File: src/rtl/sinc4_pkg.sv
// ----------------------------------------------------------------------------
// sinc4_pkg: shared constants for the 4x polyphase interpolator
// Coefficient table (phase by tap), widths and the output scaling shift.
// ----------------------------------------------------------------------------
`default_nettype none

package sinc4_pkg;

	localparam int NUM_TAPS   = 4;
	localparam int NUM_PHASES = 4;
	localparam int COEF_BITS  = 16;
	localparam int COEF_SHIFT = 21 - 7;
	localparam int OUT_BITS   = 9;

	// [phase][tap], tap 0 is the newest sample
	localparam logic signed [COEF_BITS-1:0] COEF_TABLE [0:NUM_PHASES-1][0:NUM_TAPS-1] = '{
		'{16'sd0,     16'sd16284, 16'sd0,     16'sd0    },
		'{-16'sd2951, 16'sd14750, 16'sd4916,  -16'sd2108},
		'{-16'sd3477, 16'sd10430, 16'sd10430, -16'sd3477},
		'{-16'sd2108, 16'sd4916,  16'sd14750, -16'sd2951}
	};

endpackage

`default_nettype wire

File: src/rtl/sinc4_cell.sv
// ----------------------------------------------------------------------------
// sinc4_cell: one delay-line tap with its four phase products
// Holds one tap, passes it to the next cell and registers tap * coefficient.
// ----------------------------------------------------------------------------
`default_nettype none

module sinc4_cell #(
	parameter int SAMPLE_BITS = 8,
	parameter int TAP_INDEX   = 0
) (
	input  wire logic                                 clk,
	input  wire logic                                 arst_n,
	input  wire logic                                 load,
	input  wire logic signed [SAMPLE_BITS-1:0]        tap_in,
	output logic signed [SAMPLE_BITS-1:0]             tap_q,
	output logic [sinc4_pkg::NUM_PHASES-1:0]
		[SAMPLE_BITS+sinc4_pkg::COEF_BITS-1:0]        prod_s1
);

	localparam int PW = SAMPLE_BITS + sinc4_pkg::COEF_BITS;

	logic signed [PW-1:0] tap_ext;
	logic [sinc4_pkg::NUM_PHASES-1:0][PW-1:0] prod_c;

	// product of the incoming tap, i.e. this cell's tap after the shift
	always_comb begin
		tap_ext = PW'(tap_in);
		for (int p = 0; p < sinc4_pkg::NUM_PHASES; p++) begin
			prod_c[p] = PW'(tap_ext * PW'(sinc4_pkg::COEF_TABLE[p][TAP_INDEX]));
		end
	end

	always_ff @(posedge clk or negedge arst_n) begin
		if (!arst_n) begin
			tap_q <= '0;
		end else if (load) begin
			tap_q <= tap_in;
		end
	end

	always_ff @(posedge clk) begin
		if (load) begin
			prod_s1 <= prod_c;
		end
	end

endmodule

`default_nettype wire

File: src/rtl/sinc4_phase_sum.sv
// ----------------------------------------------------------------------------
// sinc4_phase_sum: adds one phase's tap products and scales the sum
// Floor shift by COEF_SHIFT, result wrapped to OUT_BITS.
// ----------------------------------------------------------------------------
`default_nettype none

module sinc4_phase_sum #(
	parameter int SAMPLE_BITS = 8
) (
	input  wire logic [sinc4_pkg::NUM_TAPS-1:0]
		[SAMPLE_BITS+sinc4_pkg::COEF_BITS-1:0]    prods,
	output logic [sinc4_pkg::OUT_BITS-1:0]        result
);

	localparam int PW = SAMPLE_BITS + sinc4_pkg::COEF_BITS;
	localparam int SW = PW + $clog2(sinc4_pkg::NUM_TAPS);

	logic signed [SW-1:0] acc;

	always_comb begin
		acc = '0;
		for (int k = 0; k < sinc4_pkg::NUM_TAPS; k++) begin
			acc = acc + SW'($signed(prods[k]));
		end
		// two's complement bit select is the floor of acc / 2^shift
		result = acc[sinc4_pkg::COEF_SHIFT +: sinc4_pkg::OUT_BITS];
	end

endmodule

`default_nettype wire

File: src/rtl/sinc_interpolator_x4_top.sv
// ----------------------------------------------------------------------------
// sinc_interpolator_x4_top: 4x polyphase FIR interpolator
// Four-tap delay line built as a chain of cells; four phase outputs per beat.
// ----------------------------------------------------------------------------
//
//   channel  | handshake                   | payload
//   ---------+-----------------------------+------------------------------------
//   sample   | sample_valid / sample_stall | sample [SAMPLE_BITS-1:0], signed
//   result   | result_valid / result_stall | phase_zero..phase_three [8:0], signed
//
// One beat per clock sustained while result_stall is low. A sample's result
// beat passes through the product register in the cells and then the output
// register after the per-phase adders.
// Reset clears the delay line and both valid bits; taps read zero afterwards.
// A stalled result holds; the product stage keeps taking samples until both it
// and the output register are full, then sample_stall rises.
// ----------------------------------------------------------------------------
`default_nettype none

module sinc_interpolator_x4_top #(
	parameter int SAMPLE_BITS = 8
) (
	input  wire logic                                clk,
	input  wire logic                                arst_n,
	input  wire logic                                sample_valid,
	output logic                                     sample_stall,
	input  wire logic signed [SAMPLE_BITS-1:0]       sample,
	output logic                                     result_valid,
	input  wire logic                                result_stall,
	output logic signed [sinc4_pkg::OUT_BITS-1:0]    phase_zero,
	output logic signed [sinc4_pkg::OUT_BITS-1:0]    phase_one,
	output logic signed [sinc4_pkg::OUT_BITS-1:0]    phase_two,
	output logic signed [sinc4_pkg::OUT_BITS-1:0]    phase_three
);

	localparam int PW = SAMPLE_BITS + sinc4_pkg::COEF_BITS;

	// tap chain: taps[0] is the incoming sample, taps[k+1] is cell k's tap
	logic signed [SAMPLE_BITS-1:0] taps [0:sinc4_pkg::NUM_TAPS];

	// products by cell, then regrouped by phase for the adders
	logic [sinc4_pkg::NUM_PHASES-1:0][PW-1:0] cell_prod_s1 [0:sinc4_pkg::NUM_TAPS-1];
	logic [sinc4_pkg::NUM_TAPS-1:0][PW-1:0]   phase_prod_s1 [0:sinc4_pkg::NUM_PHASES-1];
	logic [sinc4_pkg::OUT_BITS-1:0]           phase_sum [0:sinc4_pkg::NUM_PHASES-1];
	logic [sinc4_pkg::OUT_BITS-1:0]           res_q [0:sinc4_pkg::NUM_PHASES-1];

	logic valid_s1_q;
	logic result_valid_q;
	logic accept_in;
	logic out_free;
	logic s1_adv;

	// handshake: output register frees when empty or being taken
	assign out_free     = !result_valid_q || !result_stall;
	assign s1_adv       = valid_s1_q && out_free;
	assign sample_stall = valid_s1_q && !out_free;
	assign accept_in    = sample_valid && !sample_stall;

	assign taps[0] = sample;

	// cells: each shifts its neighbor's tap in on an accepted beat
	for (genvar k = 0; k < sinc4_pkg::NUM_TAPS; k++) begin : g_cell
		sinc4_cell #(
			.SAMPLE_BITS (SAMPLE_BITS),
			.TAP_INDEX   (k)
		) u_cell (
			.clk     (clk),
			.arst_n  (arst_n),
			.load    (accept_in),
			.tap_in  (taps[k]),
			.tap_q   (taps[k+1]),
			.prod_s1 (cell_prod_s1[k])
		);
	end

	// per-phase adder trees
	for (genvar p = 0; p < sinc4_pkg::NUM_PHASES; p++) begin : g_phase
		for (genvar k = 0; k < sinc4_pkg::NUM_TAPS; k++) begin : g_pick
			assign phase_prod_s1[p][k] = cell_prod_s1[k][p];
		end

		sinc4_phase_sum #(
			.SAMPLE_BITS (SAMPLE_BITS)
		) u_sum (
			.prods  (phase_prod_s1[p]),
			.result (phase_sum[p])
		);
	end

	// valid bits for product stage and output register
	always_ff @(posedge clk or negedge arst_n) begin
		if (!arst_n) begin
			valid_s1_q     <= 1'b0;
			result_valid_q <= 1'b0;
		end else begin
			if (accept_in) begin
				valid_s1_q <= 1'b1;
			end else if (s1_adv) begin
				valid_s1_q <= 1'b0;
			end

			if (s1_adv) begin
				result_valid_q <= 1'b1;
			end else if (!result_stall) begin
				result_valid_q <= 1'b0;
			end
		end
	end

	// output payload, loads only when the stage moves forward
	always_ff @(posedge clk) begin
		if (s1_adv) begin
			for (int p = 0; p < sinc4_pkg::NUM_PHASES; p++) begin
				res_q[p] <= phase_sum[p];
			end
		end
	end

	assign result_valid = result_valid_q;
	assign phase_zero   = res_q[0];
	assign phase_one    = res_q[1];
	assign phase_two    = res_q[2];
	assign phase_three  = res_q[3];

	// an accepted beat always lands in the product stage
	a_accept_fills_s1: assert property (@(posedge clk) disable iff (!arst_n)
		accept_in |=> valid_s1_q)
		else $error("accepted beat did not reach product stage");

	// a product beat that may move reaches the output register
	a_s1_moves_out: assert property (@(posedge clk) disable iff (!arst_n)
		s1_adv |=> result_valid)
		else $error("product beat lost before output register");

	// the delay line shifts by exactly one tap per accepted beat
	a_tap_shift: assert property (@(posedge clk) disable iff (!arst_n)
		accept_in |=> (taps[2] == $past(taps[1]) && taps[1] == $past(sample)))
		else $error("delay line did not shift on accepted beat");

	// taps only change on an accepted beat
	a_tap_hold: assert property (@(posedge clk) disable iff (!arst_n)
		!accept_in |=> $stable(taps[1]) && $stable(taps[sinc4_pkg::NUM_TAPS]))
		else $error("delay line changed without an accepted beat");

	// input stalls only while both stages hold data and the output is blocked
	a_stall_cause: assert property (@(posedge clk) disable iff (!arst_n)
		sample_stall |-> (valid_s1_q && result_valid && result_stall))
		else $error("sample_stall raised with room in the pipeline");

endmodule

`default_nettype wire
File: config.mk
export PLATFORM = sky130hd
export DESIGN_NAME = sinc_interpolator_x4_top
export DESIGN_NICKNAME = d
export VERILOG_FILES = /design/src/rtl/sinc4_pkg.sv /design/src/rtl/sinc4_cell.sv /design/src/rtl/sinc4_phase_sum.sv /design/src/rtl/sinc_interpolator_x4_top.sv
export SDC_FILE = /design/constraint.sdc
export NUM_CORES = 2
export LEC_CHECK = 0
export BUFFER_PORTS_ARGS = -buffer_cell sky130_fd_sc_hd__buf_2
export CORE_MARGIN = 2
export CORE_UTILIZATION = 66
export CTS_CLUSTER_SIZE = 30
export DETAILED_ROUTE_END_ITERATION = 8
export PLACE_DENSITY = 0.88
export SLEW_MARGIN = 25
export SYNTH_ARGS = -nofsm -noshare
export SYNTH_HDL_FRONTEND = slang
export SYNTH_SLANG_ARGS = --single-unit
File: constraint.sdc
create_clock -name clk -period 8.45 [get_ports clk]
set_input_delay 0.845 -clock clk [delete_from_list [all_inputs] [get_ports clk]]
set_output_delay 0.845 -clock clk [all_outputs]
set_load 0.005 [all_outputs]
Word level (Yosys, flattened, before mapping)
Memory sizes are Yosys's and may differ from the RTL's.
Cells that the tools add are included.
- $add $sub $neg: 9
- $mul: 13
- equality and inequality tests: 1
- multiplexer cells: 6
- reductions and logical operators: 9
- operator list (kind ; count):
    8-bit by 13-bit multiplier with 21-bit output (second input constant) ; 5
    8-bit by 14-bit multiplier with 22-bit output (second input constant) ; 4
    23-bit by 21-bit adder with 23-bit output ; 3
    21-bit by 23-bit adder with 23-bit output ; 2
    23-bit adder ; 2
    8-bit by 12-bit multiplier with 20-bit output (second input constant) ; 2
    8-bit by 11-bit multiplier with 19-bit output (second input constant) ; 2
    21-bit by 22-bit adder with 23-bit output ; 1
    23-bit by 22-bit adder with 23-bit output ; 1
    1-bit two-way mux ; 6
    1-bit zero test ; 4
    1-bit logical AND ; 3
    2-bit by 1-bit != test with 1-bit output (second input constant) ; 1
    2-bit nonzero test ; 1
    1-bit logical OR ; 1
- bits in registers: 297
- memory bits (writable): 36
- input port bits: 12
- output and inout bits: 38
- logic and storage cells: 57
- memories kept: 1
- memories (memory ; words ; width ; rd ports ; clocked after Yosys merged registers in ; write ports ; line ; RTL):
    res_q ; 4 ; 9 ; 4 ; 0 ; 4 ; sinc_interpolator_x4_top.sv:45 ; logic [sinc4_pkg::OUT_BITS-1:0] res_q [0:sinc4_pkg::NUM_PHASES-1];

Depth between registers and ports, before layout
- word-level depth: 7
- gate-level depth with buffers: 20
- depth with buffers taken out: 20

By module
A second synthesis with hierarchy kept.
- cells, all modules: 4143
- area, all modules: 41803.8 sq um
- by module, submodules not included (module ; times used ; cells each ; area each (sq um) ; seq. area each (sq um)):
    sinc4_cell at g_cell[1].u_cell ; 1 ; 894 ; 9439.1 ; 2512.4
    sinc4_cell at g_cell[0].u_cell ; 1 ; 712 ; 7633.6 ; 1911.8
    sinc4_cell at g_cell[2].u_cell ; 1 ; 725 ; 7529.7 ; 1971.9
    sinc4_cell at g_cell[3].u_cell ; 1 ; 695 ; 7519.7 ; 1911.8
    sinc4_phase_sum at g_phase[0].u_sum ... ; 3 ; 277 ; 2178.3 ; 0.0
    sinc4_phase_sum at g_phase[3].u_sum ; 1 ; 242 ; 1973.1 ; 0.0
    sinc_interpolator_x4_top ; 1 ; 44 ; 1173.6 ; 1131.1

Worst setup path after synthesis
OpenSTA, ideal clock, no wires.
- path type: input to register
- from: input port result_stall
- to: register g_cell[0].u_cell.tap_q[2]
- library setup time: 0.376 ns
- data arrival time: 6.036 ns
- data required time: 8.074 ns
- path slack: 2.038 ns
- stages: 4
- buffers on the path: 0
- path through: nand3_1 -> nand2_1 -> inv_1 -> o21ai_0
- word-level cells in the longest chain between the ends: 6
- ends and longest elaborated chain (element ; line ; RTL):
    start, declared ; sinc_interpolator_x4_top.sv:29 ; input wire logic result_stall,
    1-bit zero test ; -- ;
    1-bit logical OR ; sinc_interpolator_x4_top.sv:54 ; assign out_free = !result_valid_q || !result_stall;
    1-bit zero test ; sinc_interpolator_x4_top.sv:56 ; assign sample_stall = valid_s1_q && !out_free;
    1-bit logical AND ; sinc_interpolator_x4_top.sv:56 ;
    1-bit zero test ; sinc_interpolator_x4_top.sv:57 ; assign accept_in = sample_valid && !sample_stall;
    1-bit logical AND ; sinc_interpolator_x4_top.sv:57 ;
    net accept_in ; sinc_interpolator_x4_top.sv:49 ; logic accept_in;
    end signal, assigned ; sinc4_cell.sv:37 ; tap_q <= tap_in;
    end, declared ; sinc4_cell.sv:15 ; output logic signed [SAMPLE_BITS-1:0] tap_q,
The timed path passes the listed nets, and every way through them passes these cells.
A chain may end at the register's enable or synchronous reset.

==> results.toml <==
[synthesis]
synth.yosys.warnings = 0
mappedNetlistNets = 4114
ys_async_rst_share = 0.08581
post-synth-top-area-fraction = 0.2539
netlist_area_before_placement_um2 = 34450
synth.yosys.seq_area_share = 0.2603
yosys_most_used_dff = "sky130_fd_sc_hd__edfxtp_1"
avgSynthCellArea_um2 = 11.25
netlist.top_cell.by_area = "sky130_fd_sc_hd__fa_1"
synth_cell_type_count = 62
cell_count_after_synthesis = 3063
synth-seq-cells = 303
synth.top_cells.by_area = "sky130_fd_sc_hd__fa_1 (25%), sky130_fd_sc_hd__edfxtp_1 (24%), sky130_fd_sc_hd__ha_1 (22%), sky130_fd_sc_hd__inv_1 (7.2%), sky130_fd_sc_hd__xnor2_1 (4.4%)"
number_of_flops_mapped_to_enable_cells_by_yosys = 277

[timing]
report.final.hold_viol_count = 0
setup_violations = 0
rsz0062_at_grt = "no"
worstMarginPinSlew_ns = 1.051
fin_crit_ns = 5.829
layout_worst_path_cycle_share = 0.6899
fin_worst_skew_ns = 0.01608
tns_ns = 0
final_max_slew_viol_count = 0
fmax_ghz = 0.1715
timing.slew.headroom = 0.2996

[clock_network]
ctsResizeCount = 0
postCtsSetupRepairBufs = 0
holdBufCountCts = 0
clock_tree_from_tritoncts = "done"
cts_buffer_depth = 3
num_clock_sinks = 303
clkTransAtPathRegs_ns = 0.06
clock_tree.root_cell = "sky130_fd_sc_hd__clkbuf_16"
clock_latency_ns = 0.57
cts-buffers-inserted = 36
h-tree-depth = 2

[worst_setup_path]
critPathCaptureType = "flip-flop"
path_delay_family = "adder cells"
cp.required_ns = 8.76
crit_path_top_delay_cell = "sky130_fd_sc_hd__dfrtp_1"
cell_by_cell_trace_of_the_critical_path = "inv_1, ha_1, fa_1, ha_1, inv_1, fa_1, inv_1, ha_1, inv_1, fa_1, nor2b_1, o21ai_0, a21boi_0, o21ai_0, a211oi_1, nor3_1, o31ai_1, a21oi_1, xnor2_1"
setup.worst_path.class = "flip-flop to flip-flop"
max_stage_delay_ns = 0.72
top_cell_by_count_worst_path = "sky130_fd_sc_hd__inv_1"
worstSetupStartpointType = "flip-flop"
critPathMaxFanout = 10
critical_path_arrival_ns = 6.14
cp.buffers_inverters = 4

[route]
wl_per_cell_um = 24.11
drt-pass1-iter-count = 6
drt.antenna.violating_nets = 0
route.final.wire_length_mm = 93.03
route.vias.total = 22950
vias_per_cell = 5.947
detailedRoute.firstIterationViolations = 1941
post-route-drc-count = 0

[floorplanning]
ioPinCount = 50
initial_utilization = 0.6689
die_height_um = 232.5
design.die.area_um2 = 54040
fp.dieW_um = 232.5
core_area_um2 = 51510
row_count = 83

[layout]
ratio_of_cells_with_drive_above_1_in_the_final_layout = 0.04437
fillCellCount = 3631
final_cell_mix = "sky130_fd_sc_hd__inv_1 (660), sky130_fd_sc_hd__ha_1 (602), sky130_fd_sc_hd__fa_1 (437)"
finalNetCount = 4201
final_common_cell = "sky130_fd_sc_hd__inv_1"
flow.area_growth_from_synthesis_pct = 6.926

[global_route]
grt_antenna_before_repair = 3
total_congestion_overflow_after_global_routing = 0
maximum_number_of_pins_on_one_net_before_global_route_repair = 134
grt_first_pass_wirelength_mm = 142.8
grt_util_all_layers = 0.3608
first_global_vias = 24290

[placed_design]
gp_congestion = 1.043
port_buffers = 49
place_hpwl_mm = 77.89

[status]
outcome = "completed"

[job]
max_cap_viol_count = 0

[hold_path]
min_path_type = "input pin to async pin"
[state kept, by name (all words and copies together) (netlist names)]
name	count
g_cell.u_cell.prod_s1	241
g_cell.u_cell.tap_q	24
res_q	36
result_valid	1
valid_s1_q	1
[cell families after synthesis]
family,count (synthesis),synth area share
multiplexers,1,0.0003268
XOR/XNOR,227,0.05771
buffers and inverters,669,0.07289
AO/OA/AOI/OAI,395,0.07474
adder cells (fa/ha/maj),1039,0.4725
AND/OR/NAND/NOR,429,0.06148
flip-flops,303,0.2603
[cells in the mapped netlist (all sizes together), types with 24 or more instances]
cell type and number:
a21o 55, a21oi 126, dfrtp 26, edfxtp 277
fa 437, ha 602, inv 661, nand2 92
nand3 51, nor2 96, nor2b 24, nor3 39
o21ai 79, or3 24, xnor2 172, xor2 55
[through the flow]
step / instance area [µm²] / utilization / std cells / setup slack [ns] / hold WS, ns
6_report: 36840 / 0.7152 / 3859 / 2.621 / 0.4185
5_1_grt: 36840 / 0.7151 / 3858 / 2.384 / 0.4218
4_1_cts: 36840 / 0.7151 / 3858 / 2.741 / 0.4104
3_5_place_dp: 35600 / 0.6911 / 3792 / 2.431 / 0.4054
3_3_place_gp: 35600 / 0.6911 / 3792 / 2.654 / 0.4029
2_1_floorplan: 34450 / - / 3063 / 2.038 / 0.4003
[metal layers]
metal / track usage / wire (µm)
met4: 0.1563 / 4833
met3: 0.07194 / 7566
met1: 0.4862 / 38160
met2: 0.5722 / 42460
met5: 0 / 15
[layout make-up]
class | count | area, µm² | share of cell area
multi-input combinational | 2091 | 22980 | 0.6239
sequential | 303 | 8969 | 0.2435
clock inverter | 20 | 259.0 | 0.007031
tap | 680 | 850.8 | 0.02310
antenna | 1 | 2.502 | 0.00006793
clock buffer | 46 | 979.7 | 0.02659
inverter | 661 | 2489 | 0.06755
timing repair buffer | 57 | 305.3 | 0.008287
[worst register-to-register path: cells and delay by family, from the launching register on]
kind	cells	cell delay [ns]
simple gates	2	0.25
buf+inv	4	0.57
compound gates	6	1.29
xor+xnor	1	0.13
flops	1	0.72
fa+ha+maj	6	2.61
[final timing paths]
check,slack (ns),from,cells after the start,end
min in group clk,0.42,g_cell[1].u_cell.prod_s1[20]$_DFFE_PP_,0,res_q[0][6]$_DFFE_PP_
max reg2reg,2.62,g_cell[0].u_cell.tap_q[1]$_DFFE_PN0P_,19,g_cell[1].u_cell.prod_s1[67]$_DFFE_PP_
max in group asynchronous,7.45,arst_n,1,g_cell[0].u_cell.tap_q[3]$_DFFE_PN0P_
min reg2reg,0.42,g_cell[1].u_cell.prod_s1[20]$_DFFE_PP_,0,res_q[0][6]$_DFFE_PP_
min,0.42,arst_n,1,g_cell[2].u_cell.tap_q[0]$_DFFE_PN0P_
max,2.62,g_cell[0].u_cell.tap_q[1]$_DFFE_PN0P_,19,g_cell[1].u_cell.prod_s1[67]$_DFFE_PP_
Power is left out: the tool's default activity adds up to more than one toggle a clock period on the data nets, which glitch-free logic cannot reach.
